## src/design/length_prefixed_frame_deframer_unit_assert.svh

```systemverilog
// assertion macros for the length-prefixed frame deframer
// clocked on clk and disabled while rst_n is low; bodies are empty in synthesis
`ifndef LENGTH_PREFIXED_FRAME_DEFRAMER_UNIT_ASSERT_SVH
`define LENGTH_PREFIXED_FRAME_DEFRAMER_UNIT_ASSERT_SVH
`ifndef SYNTHESIS
`define LPFD_ASSERT_HOLDS(name, expr) \
    name: assert property (@(posedge clk) disable iff (!rst_n) (expr)) \
        else $error("assertion failed: expression does not hold");
`define LPFD_ASSERT_NEXT(name, ante, cons) \
    name: assert property (@(posedge clk) disable iff (!rst_n) (ante) |=> (cons)) \
        else $error("assertion failed: next-cycle consequence missing");
`else
`define LPFD_ASSERT_HOLDS(name, expr)
`define LPFD_ASSERT_NEXT(name, ante, cons)
`endif
`endif

```

## src/design/lpfd_pkg.sv

```systemverilog
// shared types and constants of the length-prefixed frame deframer
// no dependencies
`default_nettype none

package lpfd_pkg;

    localparam int unsigned BYTE_BITS  = 8;
    localparam int unsigned COUNT_BITS = 16;

    localparam logic [BYTE_BITS-1:0]  SYNC_FIRST        = 8'h23;  // '#'
    localparam logic [BYTE_BITS-1:0]  SYNC_SECOND       = 8'h21;  // '!'
    localparam logic [COUNT_BITS-1:0] MAX_PAYLOAD_RESET = 16'd500;

    typedef enum logic [2:0] {
        PH_HUNT    = 3'b001,
        PH_LENGTH  = 3'b010,
        PH_PAYLOAD = 3'b100
    } phase_t;

    typedef struct packed {
        logic [BYTE_BITS-1:0]  payload_byte;
        logic [COUNT_BITS-1:0] byte_index;
        logic                  frame_last;
        logic                  frame_abort;
    } result_t;

    // parser to output register
    typedef struct packed {
        logic    load;
        result_t res;
    } handoff_t;

endpackage

`default_nettype wire

```

## src/design/lpfd_in_stage.sv

```systemverilog
// input register stage of the deframer: holds one received byte
// depends on lpfd_pkg
`default_nettype none

module lpfd_in_stage
(
    input  wire logic                          clk,
    input  wire logic                          rst_n,
    input  wire logic                          s_valid,
    output logic                               s_ready,
    input  wire logic [lpfd_pkg::BYTE_BITS-1:0] s_data,
    input  wire logic                          consume,
    output logic                               in_valid,
    output logic [lpfd_pkg::BYTE_BITS-1:0]     in_byte
);

    logic                           valid_reg;
    logic                           valid_next;
    logic [lpfd_pkg::BYTE_BITS-1:0] byte_reg;

    // empty or draining this cycle
    assign s_ready = !valid_reg || consume;

    always_comb
    begin
        valid_next = valid_reg;
        if (s_ready)
        begin
            valid_next = s_valid;
        end
    end

    always_ff @(posedge clk or negedge rst_n)
    begin
        if (!rst_n)
        begin
            valid_reg <= 1'b0;
        end
        else
        begin
            valid_reg <= valid_next;
        end
    end

    always_ff @(posedge clk)
    begin
        if (s_valid && s_ready)
        begin
            byte_reg <= s_data;
        end
    end

    assign in_valid = valid_reg;
    assign in_byte  = byte_reg;

endmodule

`default_nettype wire

```

## src/design/lpfd_parser.sv

```systemverilog
// sync hunt, length read and payload count of the deframer
// depends on lpfd_pkg
`default_nettype none

module lpfd_parser
#(
    parameter int unsigned LENGTH_BITS = 16
)
(
    input  wire logic                           clk,
    input  wire logic                           rst_n,
    input  wire logic                           in_valid,
    input  wire logic [lpfd_pkg::BYTE_BITS-1:0] in_byte,
    input  wire logic [lpfd_pkg::COUNT_BITS-1:0] max_payload,
    input  wire logic                           out_free,
    output logic                                consume,
    output lpfd_pkg::handoff_t                  handoff
);

    lpfd_pkg::phase_t                phase_reg, phase_next;
    logic                            sync_reg, sync_next;
    logic                            high_reg, high_next;
    logic [LENGTH_BITS-1:0]          decl_reg, decl_next;
    logic [lpfd_pkg::COUNT_BITS-1:0] cnt_reg, cnt_next;

    logic [lpfd_pkg::COUNT_BITS-1:0] cnt_inc;
    logic [lpfd_pkg::COUNT_BITS-1:0] decl_wide;
    logic [lpfd_pkg::COUNT_BITS-1:0] byte_wide;
    logic [lpfd_pkg::COUNT_BITS-1:0] byte_high;
    logic                            in_payload;
    logic                            hit_last;
    logic                            hit_limit;

    always_comb
    begin
        decl_wide = '0;
        decl_wide[LENGTH_BITS-1:0] = decl_reg;
    end

    assign byte_wide  = {{(lpfd_pkg::COUNT_BITS - lpfd_pkg::BYTE_BITS){1'b0}}, in_byte};
    assign byte_high  = {in_byte, {(lpfd_pkg::COUNT_BITS - lpfd_pkg::BYTE_BITS){1'b0}}};
    assign cnt_inc    = cnt_reg + 1'b1;
    assign hit_last   = (cnt_inc == decl_wide);
    assign hit_limit  = (cnt_inc >= max_payload);
    assign in_payload = (phase_reg == lpfd_pkg::PH_PAYLOAD);

    // payload bytes need room in the output register
    assign consume = in_valid && (!in_payload || out_free);

    always_comb
    begin
        handoff.load             = consume && in_payload;
        handoff.res.payload_byte = in_byte;
        handoff.res.byte_index   = cnt_reg;
        handoff.res.frame_last   = hit_last;
        handoff.res.frame_abort  = !hit_last && hit_limit;
    end

    always_comb
    begin
        phase_next = phase_reg;
        sync_next  = sync_reg;
        high_next  = high_reg;
        decl_next  = decl_reg;
        cnt_next   = cnt_reg;
        case (phase_reg)
            lpfd_pkg::PH_LENGTH:
            begin
                if (!high_reg)
                begin
                    decl_next = byte_high[LENGTH_BITS-1:0];
                    high_next = 1'b1;
                end
                else
                begin
                    decl_next  = decl_reg | byte_wide[LENGTH_BITS-1:0];
                    cnt_next   = '0;
                    phase_next = lpfd_pkg::PH_PAYLOAD;
                end
            end
            lpfd_pkg::PH_PAYLOAD:
            begin
                cnt_next = cnt_inc;
                if (hit_last || hit_limit)
                begin
                    // frame done or dropped: back to the hunt
                    phase_next = lpfd_pkg::PH_HUNT;
                    sync_next  = 1'b0;
                    high_next  = 1'b0;
                    decl_next  = '0;
                    cnt_next   = '0;
                end
            end
            default:
            begin
                phase_next = lpfd_pkg::PH_HUNT;
                if (in_byte == lpfd_pkg::SYNC_FIRST)
                begin
                    sync_next = 1'b1;
                end
                else if (sync_reg)
                begin
                    sync_next = 1'b0;
                    if (in_byte == lpfd_pkg::SYNC_SECOND)
                    begin
                        high_next  = 1'b0;
                        decl_next  = '0;
                        phase_next = lpfd_pkg::PH_LENGTH;
                    end
                end
            end
        endcase
    end

    always_ff @(posedge clk or negedge rst_n)
    begin
        if (!rst_n)
        begin
            phase_reg <= lpfd_pkg::PH_HUNT;
            sync_reg  <= 1'b0;
            high_reg  <= 1'b0;
            decl_reg  <= '0;
            cnt_reg   <= '0;
        end
        else if (consume)
        begin
            phase_reg <= phase_next;
            sync_reg  <= sync_next;
            high_reg  <= high_next;
            decl_reg  <= decl_next;
            cnt_reg   <= cnt_next;
        end
    end

endmodule

`default_nettype wire

```

## src/design/lpfd_out_stage.sv

```systemverilog
// result register of the deframer, drives the master stream side
// depends on lpfd_pkg
`default_nettype none

module lpfd_out_stage
(
    input  wire logic               clk,
    input  wire logic               rst_n,
    input  wire lpfd_pkg::handoff_t handoff,
    output logic                    out_free,
    output logic                    m_valid,
    input  wire logic               m_ready,
    output lpfd_pkg::result_t       m_res
);

    logic              valid_reg;
    logic              valid_next;
    lpfd_pkg::result_t res_reg;

    assign out_free = !valid_reg || m_ready;

    always_comb
    begin
        valid_next = valid_reg;
        if (handoff.load)
        begin
            valid_next = 1'b1;
        end
        else if (m_ready)
        begin
            valid_next = 1'b0;
        end
    end

    always_ff @(posedge clk or negedge rst_n)
    begin
        if (!rst_n)
        begin
            valid_reg <= 1'b0;
        end
        else
        begin
            valid_reg <= valid_next;
        end
    end

    always_ff @(posedge clk)
    begin
        if (handoff.load)
        begin
            res_reg <= handoff.res;
        end
    end

    assign m_valid = valid_reg;
    assign m_res   = res_reg;

endmodule

`default_nettype wire

```

## src/design/length_prefixed_frame_deframer_unit.sv

```systemverilog
// top level of the length-prefixed frame deframer
// depends on lpfd_pkg, lpfd_in_stage, lpfd_parser, lpfd_out_stage and the assert header
//
// usage:
//   s_axis carries one received serial byte per transaction (tdata[7:0]).
//   the parser hunts for the sync pair '#' '!', reads a 16-bit big-endian
//   length, then forwards each payload byte on m_axis with its index.
//   m_axis tlast marks the byte that completes the declared length; tuser
//   marks a byte at which the frame hit max_payload_bytes unfinished and
//   was dropped (the parser goes back to hunting). header bytes and bytes
//   outside a frame produce no transaction.
//   a payload byte reaches m_axis through the input register, then the
//   result register.
//   throughput: one byte per cycle while m_axis does not stall; the parser
//   updates combinationally between the two registers.
//   a stalled m_axis holds its result; the input register keeps taking
//   header bytes, and a payload byte waits in the input register until the
//   result register frees up, so s_axis tready drops only then.
//   reset: parser returns to hunting, both registers empty, limit = 500.
//   cfg_wr_en/cfg_wr_data write max_payload_bytes; write only when idle.
`default_nettype none

`include "length_prefixed_frame_deframer_unit_assert.svh"

module length_prefixed_frame_deframer_unit
#(
    parameter int unsigned LENGTH_BITS = 16
)
(
    input  wire logic        clk,
    input  wire logic        rst_n,
    // receive side
    input  wire logic        s_axis_tvalid,
    output logic             s_axis_tready,
    input  wire logic [7:0]  s_axis_tdata,   // [7:0] rx_byte
    // payload side
    output logic             m_axis_tvalid,
    input  wire logic        m_axis_tready,
    output logic [23:0]      m_axis_tdata,   // [7:0] payload_byte, [23:8] byte_index
    output logic             m_axis_tlast,   // frame_last
    output logic             m_axis_tuser,   // [0] frame_abort
    // limit register
    input  wire logic        cfg_wr_en,
    input  wire logic [15:0] cfg_wr_data
);

    logic [lpfd_pkg::COUNT_BITS-1:0] max_payload_reg;

    logic                           in_valid;
    logic [lpfd_pkg::BYTE_BITS-1:0] in_byte;
    logic                           consume;
    logic                           out_free;
    lpfd_pkg::handoff_t             handoff;
    lpfd_pkg::result_t              m_res;

    // limit at which an unfinished frame is dropped
    always_ff @(posedge clk or negedge rst_n)
    begin
        if (!rst_n)
        begin
            max_payload_reg <= lpfd_pkg::MAX_PAYLOAD_RESET;
        end
        else if (cfg_wr_en)
        begin
            max_payload_reg <= cfg_wr_data;
        end
    end

    lpfd_in_stage u_in_stage
    (
        .clk      (clk),
        .rst_n    (rst_n),
        .s_valid  (s_axis_tvalid),
        .s_ready  (s_axis_tready),
        .s_data   (s_axis_tdata),
        .consume  (consume),
        .in_valid (in_valid),
        .in_byte  (in_byte)
    );

    lpfd_parser #(
        .LENGTH_BITS (LENGTH_BITS)
    ) u_parser
    (
        .clk         (clk),
        .rst_n       (rst_n),
        .in_valid    (in_valid),
        .in_byte     (in_byte),
        .max_payload (max_payload_reg),
        .out_free    (out_free),
        .consume     (consume),
        .handoff     (handoff)
    );

    lpfd_out_stage u_out_stage
    (
        .clk      (clk),
        .rst_n    (rst_n),
        .handoff  (handoff),
        .out_free (out_free),
        .m_valid  (m_axis_tvalid),
        .m_ready  (m_axis_tready),
        .m_res    (m_res)
    );

    // pack result fields onto the stream
    assign m_axis_tdata = {m_res.byte_index, m_res.payload_byte};
    assign m_axis_tlast = m_res.frame_last;
    assign m_axis_tuser = m_res.frame_abort;

    // a result is only loaded when the output register can take it
    `LPFD_ASSERT_HOLDS(a_load_into_free, !handoff.load || !m_axis_tvalid || m_axis_tready)
    // a byte that is not consumed stays in the input register unchanged
    `LPFD_ASSERT_NEXT(a_input_held, in_valid && !consume, in_valid && $stable(in_byte))
    // completion and drop never mark the same byte
    `LPFD_ASSERT_HOLDS(a_last_abort_excl, !m_axis_tvalid || !(m_axis_tlast && m_axis_tuser))
    // the limit always cuts a frame before the index counter wraps
    `LPFD_ASSERT_HOLDS(a_index_bound, !m_axis_tvalid || (m_axis_tdata[23:8] != 16'hFFFF))

endmodule

`default_nettype wire
```

## config.mk

```make
export PLATFORM = sky130hd
export DESIGN_NAME = length_prefixed_frame_deframer_unit
export DESIGN_NICKNAME = d
export VERILOG_FILES = /design/src/design/lpfd_pkg.sv /design/src/design/lpfd_in_stage.sv /design/src/design/lpfd_parser.sv /design/src/design/lpfd_out_stage.sv /design/src/design/length_prefixed_frame_deframer_unit.sv
export VERILOG_INCLUDE_DIRS = /design/src /design/src/design
export SDC_FILE = /design/constraint.sdc
export NUM_CORES = 1
export LEC_CHECK = 0
export ABC_AREA = 1
export BUFFER_PORTS_ARGS = -buffer_cell sky130_fd_sc_hd__buf_2
export CORE_MARGIN = 5
export CORE_UTILIZATION = 50
export CTS_BUF_LIST = sky130_fd_sc_hd__clkbuf_4
export DETAILED_ROUTE_END_ITERATION = 16
export PLACE_DENSITY = 0.78
export SLEW_MARGIN = 0
export SYNTH_ARGS = -nofsm -noshare
export SYNTH_HDL_FRONTEND = slang
export SYNTH_SLANG_ARGS = --single-unit
export TNS_END_PERCENT = 50
```

## constraint.sdc

```tcl
create_clock -name clk -period 3 [get_ports clk]
set_input_delay 0.15 -clock clk [delete_from_list [all_inputs] [get_ports clk]]
set_output_delay 0.15 -clock clk [all_outputs]
set_load 0.005 [all_outputs]
```

== Yosys cells after proc, flatten, opt, wreduce, memory -nomap -nowiden ==
Index checks and enable logic that the tools add are counted.

* Bits of input ports: 29
* Flip-flop bits (word level): 89
* Output and inout port bits: 28

* Bitwise operators: 2
* Multiplexer cells: 24
* Reduce and logical (&&, ||, !) cells: 20
* Add/sub/neg operators: 1
* Order comparisons: 1
* Equal/unequal tests: 8

{| class="wikitable"
|+ Operators with widths
! operator !! count
|-
| 2-to-1 mux 16 bit || 7
|-
| one-hot mux 16 bit (2 select lines) || 2
|-
| adder 16 x 1 -> 16 bit, second input constant || 1
|-
| equality test 16 bit || 1
|-
| equality test 8 x 6 -> 1 bit, second input constant || 2
|-
| greater-or-equal comparator 16 bit || 1
|-
| OR 16 x 8 -> 16 bit || 1
|-
| 2-to-1 mux 3 bit || 4
|-
| AND reduction 3 bit || 3
|-
| 2-to-1 mux 1 bit || 7
|-
| one-hot mux 3 bit (2 select lines) || 1
|-
| nonzero test 3 bit || 2
|-
| AND reduction 5 bit || 1
|-
| logical AND 1 bit || 4
|-
| logical NOT 1 bit || 4
|-
| logical OR 1 bit || 4
|-
| one-hot mux 1 bit (2 select lines) || 2
|-
| nonzero test 2 bit || 2
|-
| equality test 3 x 2 -> 1 bit, second input constant || 1
|-
| equality test 3 bit, second input constant || 1
|-
| inequality test 3 x 2 -> 1 bit, second input constant || 1
|-
| 2-to-1 mux 2 bit || 1
|-
| inequality test 2 x 1 -> 1 bit, second input constant || 1
|-
| inequality test 2 bit, second input constant || 1
|-
| inverter 1 bit || 1
|}

== Logic depth before layout (Yosys ltp) ==
Gate-level depths: netlist (run 1).

* Depth in word-level cells: 6
* Depth in mapped cells: 22
* Gate-level depth less buffers: 21

== By module ==
Synthesis (run 1) repeated with hierarchy kept, for this count alone.

* Cells, all modules: 597
* Area, all modules: 4909.7 um2

{| class="wikitable"
|+ By module, submodules not included
! module !! instances !! cells an instance !! area each (um2) !! sequential area each (um2)
|-
| lpfd_parser || 1 || 484 || 3146.8 || 927.1
|-
| lpfd_out_stage || 1 || 31 || 825.8 || 805.8
|-
| length_prefixed_frame_deframer_unit || 1 || 68 || 651.9 || 407.9
|-
| lpfd_in_stage || 1 || 14 || 285.3 || 265.3
|}

== Worst setup path after synthesis (run 1) ==
OpenSTA, ideal clock, no wires.

* Kind: register -> register
* From: reg u_parser.cnt_reg[0] (netlist bit)
* To: reg u_parser.cnt_reg[10] (netlist bit)
* Stages on the path, launching flop included: 21
* Library setup time: 0.066 ns
* Slack: 0.306 ns
* Arrival: 2.628 ns
* Path buffers: 1
* Path through: dfrtp_1 -> ha_1 -> nand3_1 -> nor2_2 -> nand4_1 -> nand2_1 -> inv_1 -> ha_1 -> nand2_1 -> inv_1 -> nand3_1 -> inv_1 -> nand2_1 -> o211a_1 -> nand3_1 -> nor2_1 -> nand2_8 -> nor2_8 -> buf_6 -> nand2_1 -> nand2_1

* Longest elaborated chain between the ends: 5

{| class="wikitable"
|+ Ends and longest elaborated chain
! element !! RTL line !! source
|-
| start, declared || lpfd_parser.sv:24 || <nowiki>logic [lpfd_pkg::COUNT_BITS-1:0] cnt_reg, cnt_next;</nowiki>
|-
| start signal, assigned || lpfd_parser.sv:131 || <nowiki>cnt_reg <= cnt_next;</nowiki>
|-
| adder 16 x 1 -> 16 bit * || lpfd_parser.sv:42 || <nowiki>assign cnt_inc = cnt_reg + 1'b1;</nowiki>
|-
| greater-or-equal comparator 16 bit / equality test 16 bit (equally long branches) || lpfd_parser.sv:44, lpfd_parser.sv:43 ||
|-
| logical OR 1 bit || lpfd_parser.sv:84 || <nowiki>if (hit_last || hit_limit)</nowiki>
|-
| 2-to-1 mux 16 bit * || lpfd_parser.sv:84 ||
|-
| one-hot mux 16 bit (2 select lines) * || lpfd_parser.sv:66 || <nowiki>case (phase_reg)</nowiki>
|}

Every way passes the cells marked *; elsewhere a longest branch is shown, timed or not.
A chain may end at the register's enable or synchronous reset.

== Worst setup path after layout (run 1) ==
* From: reg u_parser.cnt_reg[5] (netlist bit)
* To: reg u_parser.cnt_reg[3] (netlist bit)

* Longest elaborated chain between the ends: 5

{| class="wikitable"
|+ Ends and longest elaborated chain
! element !! RTL line
|-
| adder 16 x 1 -> 16 bit * || lpfd_parser.sv:42
|-
| greater-or-equal comparator 16 bit / equality test 16 bit (equally long branches) || lpfd_parser.sv:44, lpfd_parser.sv:43
|-
| logical OR 1 bit * || lpfd_parser.sv:84
|-
| 2-to-1 mux 16 bit * || lpfd_parser.sv:84
|-
| one-hot mux 16 bit (2 select lines) * || lpfd_parser.sv:66
|}

Marks and branches as above.

==> results_dict.tcl, run 1 <==
set metrics [dict create \
    status "finished clean" \
    fmax_ghz 0.351 \
    routedWlPerCell_um 15.1 \
    powerDensity_nw_per_um2 355 \
    startpoint_type "flip-flop" \
    die-area_um2 11500 \
    num_vias 4414 \
    cts.path.max_buffers 2 \
    crit_fanout 8 \
    critPathKind "flip-flop to flip-flop" \
    ys_async_sr_fraction_pct 61.8 \
    final_layout_size_suffix_gt1_share_pct 26.2 \
    cts_sinks 89 \
    diodes 0 \
    h-tree-depth 3 \
    arrival_ns 3.24 \
    fin_cells 840 \
    numCtsBuffers 9 \
    end_kind "flip-flop" \
    grtUsageTotal_pct 22.4 \
    cp-endpoint "u_parser.cnt_reg[3]" \
    wl_mm 12.7 \
    num-fill-cells 735 \
    hold_viol 0 \
    synth.largest_area_cell "dfrtp_1" \
    hold_class "input pin to flip-flop" \
    utilization_pct 66.1 \
    synth.area.top_cells "dfrtp_1 25%, edfxtp_1 22%, nand2_1 16%, inv_1 6.1%, ha_1 4.5%" \
    finalWorstSetupSlack_ns 0.152 \
    clock_latency_ns 0.47 \
    hpwlAfterDp_mm 8.74 \
    gp_congestion 0.890 \
    clk_pin_slew_worst_paths_ns 0.14 \
    multiInputGateArea_um2 2110 \
    reg2reg_depth 19 \
    fin_nets 752 \
    crit_start "u_parser.cnt_reg[5]" \
    numPortBuffers 56 \
    die_h_um 107 \
    synth_ff_type "dfrtp_1" \
    seqCellArea_um2 2410 \
    max-vdd-ir-drop_v 0.000216 \
    first_global_vias 4302 \
    initial_core_util_pct 51.2 \
    ios 57 \
    synth_area_um2 4730 \
    netlist-cell-type-count 34 \
    leakage_nw 3.09 \
    grt_pass1_wl_mm 20.2 \
    cts-root-buf "clkbuf_4" \
    synth_top_cell_area_share_pct 25.4 \
    cp_data_required_time_ns 3.40 \
    r2r-start "u_parser.cnt_reg[5]" \
    area_growth_pct 29.1 \
    r2r_slack_ns 0.15 \
    avgSynthCellArea_um2 8.30 \
    post-route-period-util_pct 94.9 \
    cts_tree "built" \
    fin_skew_ns 0.0242 \
    drv_cap 0 \
    ys_ff_latch 89 \
    finalSetupViolations 0 \
    die_x_um 107 \
    holdWs_ns 0.127 \
    drt_iter0_drc 288 \
    worst_pin_slew_ns 0.848 \
    grt_max_degree 32 \
    p_total_mw 2.17 \
    synth.yosys.warnings 0 \
    core_area_um2 9240 \
    place_inst 781 \
    largest_reg_flops 26 \
    route.detailed.drc 0 \
    vias_per_cell 5.25 \
    rows 35 \
    syn_inst 570 \
    drt_pass1_iterations 5 \
    gr-total-overflow 0 \
    antenna_found_initial 0 \
    yosysSeqAreaShare_pct 50.8 \
    hold_depth 3 \
    fin_crit_ns 2.85 \
    syn_nets 616 \
    r2r-end "u_parser.cnt_reg[3]" \
    synth-edff-count 34 \
    antenna_left 0 \
    relSlewSlack_pct 43.1 \
    place_ws_ns 0.00416 \
    finalMaxSlewViolations 0 \
]
-- area by class of cell --
| type | count | share of cell area [%] |
|---|---|---|
| tap | 129 | 2.64 |
| sequential | 89 | 39.5 |
| clock inverter | 7 | 1.25 |
| timing repair buffer | 135 | 16.0 |
| inverter | 81 | 4.98 |
| clock buffer | 9 | 1.11 |
| multi-input combinational | 390 | 34.5 |
-- per-stage QoR --
stage	setup TNS [ns]	cell area (µm²)
2_1_floorplan	0	4730
5_1_grt	-0.207	6110
3_5_place_dp	0	5420
6_report	0	6110
3_3_place_gp	0	5420
4_1_cts	0	5880
-- where the power goes --
part / switching, mW / total (mW) / internal (mW)
clock: 0.441 / 0.702 / 0.261
combinational: 0.0894 / 0.156 / 0.0668
sequential: 0.0140 / 1.31 / 1.30
-- routing by layer --
layer / up-vias / routed length (µm) / part of all wire, % / GRT usage (%)
li1: 2138 / - / - / -
met1: 2068 / 5340 / 42 / 28.7
met2: 172 / 6260 / 49 / 37.9
met3: 36 / 701 / 5.5 / 3.48
met4: 0 / 407 / 3.2 / 8.86
met5: - / 0 / 0 / 0
-- timing repair --
item                       CTS  global route
setup buffers                4            10
gates cloned                 1             1
pin swaps                    2            13
hold buffers                27             0
gates resized for setup      2            41
hold endpoints to repair    46             0
setup endpoints to repair   34            37
-- synth_stat cells, types with 2 or more instances --
cell type and number:
a211oi_1 6, a21oi_1 12, buf_6 3, clkbuf_1 9, clkinv_1 3, dfrtp_1 48, dfstp_2 7, edfxtp_1 34
ha_1 17, inv_1 77, nand2_1 197, nand2_2 3, nand3_1 37, nand4_1 31, nor2_1 26, nor2_2 5
nor2_4 3, nor3_1 11, o211ai_1 2, o21ai_0 22, o21ai_1 4
-- worst min path at each step --
stage | from | to | slack (ns)
final | cfg_wr_en | max_payload_reg[6] | 0.13
after floorplan | rst_n | max_payload_reg[0] | -0.15
after global routing | cfg_wr_en | max_payload_reg[6] | 0.16
after CTS | cfg_wr_en | max_payload_reg[6] | 0.09
after detailed placement | rst_n | max_payload_reg[0] | 0.19
after global placement | rst_n | max_payload_reg[0] | 0.19
-- cell usage in the layout (no fill, tap or decap), types with 7 or more instances in the layout --
cell type / instances
nand2_2: 7
dlygate4sd3_1: 27
a21oi_1: 11
ha_1: 14
nand4_1: 31
o21ai_0: 21
nor3_1: 10
dfstp_2: 7
nor2_1: 20
nor2_2: 9
clkbuf_4: 9
buf_2: 56
edfxtp_1: 34
dfrtp_2: 7
dfrtp_1: 41
buf_4: 47
nand3_1: 32
inv_1: 73
nand2_1: 191
-- critical path, stage by stage, from the launching register on --
cell     delay (ns)
dfrtp_1        0.42
buf_4          0.14
nand2_1        0.16
nor2_2         0.17
nand4_1        0.15
nand2_1        0.13
inv_1          0.07
ha_1           0.27
nand2_1        0.09
o21ai_0        0.09
nand2_1        0.07
o211a_1        0.16
nand3_2        0.09
nor2_1         0.11
buf_4          0.15
nand2_8        0.10
nor2_4         0.17
buf_6          0.15
nand2_1        0.05
nand2_1        0.06
-- logic make-up after synthesis --
family | after synthesis | synth area share (%)
muxes | 1 | 0.238
xor gates and xnor gates | 1 | 0.185
AOI/OAI and AO/OA | 49 | 5.92
buffers and inverters | 93 | 7.85
and+or+nand+nor | 320 | 30.5
DFF | 89 | 50.8
adders and majority gates | 17 | 4.49
(Power assumes the default switching activity.)
==> inputs of run 2 (changes only) <==
- GPL_TIMING_DRIVEN: default -> 0
==> results_dict.tcl, run 2 (synthesis gave the netlist of run 1 again) <==
set metrics [dict create \
    clock_latency_ns 0.45 \
    gr-total-overflow 0 \
    power.internal_mw 1.54 \
    ios 57 \
    route.detailed.drc 0 \
    finalMaxSlewViolations 0 \
    area_growth_pct 24.7 \
    p_switching_uw 532 \
    post-route-period-util_pct 95.1 \
    numCtsBuffers 9 \
    routedWlPerCell_um 14.9 \
    rows 35 \
    finalWorstSetupSlack_ns 0.147 \
    arrival_ns 3.25 \
    status "finished clean" \
    seqCellArea_um2 2420 \
    hold_depth 4 \
    core_area_um2 9240 \
    num-fill-cells 767 \
    diodes 0 \
    worst_pin_slew_ns 0.862 \
    antenna_found_initial 0 \
    grtUsageTotal_pct 22.1 \
    first_global_vias 4192 \
    die-area_um2 11500 \
    largest_reg_flops 26 \
    pwr-share-clk_pct 29.5 \
    switching_share_pct 25.6 \
    die_x_um 107 \
    die_h_um 107 \
    grt_pass1_wl_mm 20.0 \
    wl_mm 12.3 \
    relSlewSlack_pct 42.1 \
    multiInputGateArea_um2 2050 \
    r2r_slack_ns 0.15 \
    fin_crit_ns 2.85 \
    cp_data_required_time_ns 3.40 \
    hold_viol 0 \
    place_ws_ns -0.415 \
    cts_sinks 89 \
    numPortBuffers 56 \
    final_layout_size_suffix_gt1_share_pct 23.1 \
    cts-root-buf "clkbuf_4" \
    holdWs_ns 0.200 \
    fin_nets 737 \
    num_vias 4279 \
    initial_core_util_pct 51.2 \
    cts.path.max_buffers 2 \
    grt_max_degree 56 \
    layout_commonest_cell "nand2_1" \
    vias_per_cell 5.19 \
    cts_tree "built" \
    critPathKind "flip-flop to flip-flop" \
    powerDensity_nw_per_um2 352 \
    antenna_left 0 \
    leakage_nw 2.95 \
    reg2reg_depth 23 \
    clk_pin_slew_worst_paths_ns 0.14 \
    drt_iter0_drc 240 \
    gp_congestion 0.876 \
    layout_common_cells "189 x nand2_1, 73 x inv_1, 55 x buf_2, 38 x dfrtp_1, 34 x edfxtp_1" \
    fmax_ghz 0.351 \
    p_total_mw 2.08 \
    drv_cap 0 \
    end_kind "flip-flop" \
    fin_skew_ns 0.0101 \
    fin_tns_setup_ns 0 \
    h-tree-depth 3 \
    max-vdd-ir-drop_v 0.000209 \
    crit_fanout 7 \
    drt_pass1_iterations 5 \
    p_comb_share_pct 7.4 \
    startpoint_type "flip-flop" \
    hold_class "input pin to flip-flop" \
    sequentialPowerShare_pct 63.1 \
    finalSetupViolations 0 \
    hpwlAfterDp_mm 8.51 \
]
==> run 2: power groups by stage <==
stage | logic, mW | registers, mW | clock network (mW)
finish | 0.154 | 1.31 | 0.612
global route | 0.176 | 1.31 | 0.671
CTS | 0.149 | 1.31 | 0.617
detailed placement | 0.119 | 1.33 | 0
global placement | 0.112 | 1.33 | 0
floorplan | 0.0642 | 1.33 | 0
==> run 2: layout make-up <==
cell class              count  share of cell area, %
plain buffers              12                   1.14
clock buffers              10                   1.27
clock inverters             6                  0.721
inverters                  81                   5.15
multi-input cells         388                   34.7
flip-flops and latches     89                   41.0
well taps                 129                   2.73
repair buffers            110                   13.2
==> run 2: per-layer routing <==
metal	GRT usage (%)	vias to the layer above	part of all wire, %
met5	0	-	0
met4	8.22	0	3.2
met3	4.38	37	5.4
met2	36.1	125	49
met1	29.3	2000	43
li1	-	2117	-
==> run 2: final timing paths <==
path	to	from
max	u_parser.cnt_reg[12]	u_parser.cnt_reg[0]
min	max_payload_reg[6]	cfg_wr_en
max reg2reg	u_parser.cnt_reg[12]	u_parser.cnt_reg[0]
min reg2reg	u_out_stage.m_res[22]	u_in_stage.in_byte[4]
max in group asynchronous	u_parser.cnt_reg[8]	rst_n
min in group asynchronous	max_payload_reg[3]	rst_n
==> run 2: metrics by stage <==
step,instance area [µm²],util (%),std cells
2_1_floorplan,4730,-,570
3_3_place_gp,5170,56.0,755
3_5_place_dp,5190,56.2,756
4_1_cts,5650,61.1,802
5_1_grt,5900,63.9,825
6_report,5900,63.9,825
==> run 2: worst max-delay path: stages, from the launching register on <==
cell and delay (ns):
dfrtp_2 0.45, buf_12 0.13, inv_2 0.05, nor2_4 0.15, nand2_2 0.09, inv_2 0.08
nand2_1 0.07, nand2_2 0.08, nand2_2 0.06, inv_2 0.07, ha_1 0.25, nand2_1 0.09
inv_1 0.06, nand3_2 0.07, inv_1 0.04, nand2_1 0.05, o211a_1 0.17, nand3_2 0.12
nor2_4 0.16, nand2_8 0.11, nor2_8 0.18, buf_6 0.15, nand2_1 0.06, nand2_1 0.06
==> run 2: repair_timing <==
| action | CTS | global route |
|---|---|---|
| pin swaps | 1 | 12 |
| hold endpoints to repair | 35 | 0 |
| resized for setup | 11 | 30 |
| setup endpoints to repair | 38 | 38 |
| gates cloned | 0 | 1 |
| buffers inserted | 2 | 22 |
| hold buffers | 28 | 0 |
==> inputs of run 3 (changes only) <==
- SETUP_SLACK_MARGIN: default -> 0.5
- SKIP_LAST_GASP: default -> 1
==> results_dict.tcl, run 3 (synthesis gave the netlist of run 1 again) <==
set metrics [dict create \
    cts_tree "built" \
    die_x_um 107 \
    post-route-period-util_pct 95.0 \
    slowest_delay_ns 0.48 \
    r2r-start "u_parser.cnt_reg[1]" \
    vias_per_cell 5.30 \
    routedWlPerCell_um 15.2 \
    initial_core_util_pct 51.2 \
    num-fill-cells 705 \
    seqCellArea_um2 2410 \
    drt_iter0_drc 285 \
    stdcell_area_um2 6390 \
    clock_latency_ns 0.46 \
    reg2reg_depth 20 \
    slowest_stage "dfrtp_2" \
    gr-total-overflow 0 \
    numCtsBuffers 9 \
    antenna_left 0 \
    numPortBuffers 56 \
    die_h_um 107 \
    h-tree-depth 3 \
    rsz0062_at_grt "true" \
    hpwlAfterDp_mm 8.49 \
    place_ws_ns -0.0779 \
    diodes 0 \
    grtUsageTotal_pct 23.6 \
    max-vdd-ir-drop_v 0.000195 \
    finalSetupViolations 0 \
    cp_data_required_time_ns 3.39 \
    antenna_found_initial 0 \
    clk_pin_slew_worst_paths_ns 0.15 \
    fin_skew_ns 0.0186 \
    leakage_nw 3.20 \
    core_area_um2 9240 \
    crit_fanout 6 \
    num_vias 4554 \
    gp_congestion 0.871 \
    startpoint_type "flip-flop" \
    cp-endpoint "u_parser.cnt_reg[8]" \
    final_layout_size_suffix_gt1_share_pct 29.5 \
    hold_viol 0 \
    status "finished clean" \
    first_global_vias 4462 \
    grt_max_degree 56 \
    largest_reg_flops 26 \
    arrival_ns 3.24 \
    powerDensity_nw_per_um2 356 \
    r2r_slack_ns 0.15 \
    wl_mm 13.1 \
    layout_commonest_cell "nand2_1" \
    ios 57 \
    drv_cap 0 \
    drt_pass1_iterations 5 \
    cts-root-buf "clkbuf_4" \
    finalMaxSlewViolations 0 \
    cts_sinks 89 \
    route.detailed.drc 0 \
    area_growth_pct 35.1 \
    r2r-end "u_parser.cnt_reg[8]" \
    fmax_ghz 0.351 \
    finalWorstSetupSlack_ns 0.149 \
    end_kind "flip-flop" \
    rows 35 \
    crit_chain "ha_4 > nand3_4 > nor2_4 > nand4_1 > nand2_2 > inv_2 > ha_4 > nand2_4 > inv_2 > nand3_4 > inv_1 > nand2_1 > o211a_1 > nand3_4 > nor2_4 > nand2_8 > nor2_8 > buf_6 > nand2_1 > nand2_1" \
    relSlewSlack_pct 35.2 \
    layout_common_cells "178 x nand2_1, 71 x inv_1, 55 x buf_2, 53 x buf_4, 41 x dfrtp_1" \
    die-area_um2 11500 \
    worst_pin_slew_ns 0.965 \
    place_area_um2 5220 \
    hold_class "input pin to flip-flop" \
    multiInputGateArea_um2 2220 \
    fin_nets 772 \
    critPathKind "flip-flop to flip-flop" \
    hold_depth 4 \
    fin_crit_ns 2.85 \
    crit_start "u_parser.cnt_reg[1]" \
    grt_pass1_wl_mm 21.3 \
    cts.path.max_buffers 2 \
    utilization_pct 69.2 \
]
run 3: layout make-up:
class                      instances  area share, %
sequential                        89           37.8
multi-input combinational        389           34.7
timing repair buffer             144           16.5
inverter                          81           4.77
tap                              129           2.52
clock inverter                     7           1.57
buffer                            12           1.12
clock buffer                       9           1.06
run 3: metal layers:
metal  wire [µm]  up-vias  track usage (%)
li1            -     2191                -
met1        5510     2169             31.3
met2        6310      158             39.0
met3         830       36             4.32
met4         399        0             8.13
met5           0        -                0
run 3: worst min-delay path by stage:
stage                               start                    end  slack (ns)
after floorplan                     rst_n     max_payload_reg[0]       -0.15
after detailed placement  s_axis_tdata[4]  u_in_stage.in_byte[4]        0.33
after CTS                       cfg_wr_en     max_payload_reg[8]        0.16
final                           cfg_wr_en     max_payload_reg[6]        0.18
after global routing            cfg_wr_en     max_payload_reg[6]        0.20
after global placement    s_axis_tdata[2]  u_in_stage.in_byte[2]        0.33
run 3: power by group:
part           total [mW]  internal (mW)  switching [mW]
sequential           1.31           1.30          0.0131
combinational       0.171         0.0732          0.0974
clock               0.796          0.347           0.449
total                2.28           1.72           0.559
run 3: repair_timing:
item,CTS,global route
hold buffers,28,0
gates resized for setup,53,16
buffers inserted,52,6
pin swaps,19,17
endpoints found under the setup margin,38,38
endpoints found under the hold margin,41,0
gates cloned,2,0
run 3: metrics by stage:
stage	instances	hold WS [ns]	power, mW	setup TNS [ns]
after floorplan	570	-0.146	1.39	0
after global placement	755	0.328	1.45	-6.95
after detailed placement	756	0.328	1.45	-0.773
after CTS	854	0.160	2.28	0
after global routing	860	0.202	2.36	0
final	860	0.179	2.28	0
run 3: critical path, delay by kind of cell (launching register included):
kind | cells | cell delay [ns]
buf+inv | 4 | 0.30
fa+ha+maj | 2 | 0.42
flops | 1 | 0.48
simple gates | 13 | 1.40
compound gates | 1 | 0.20
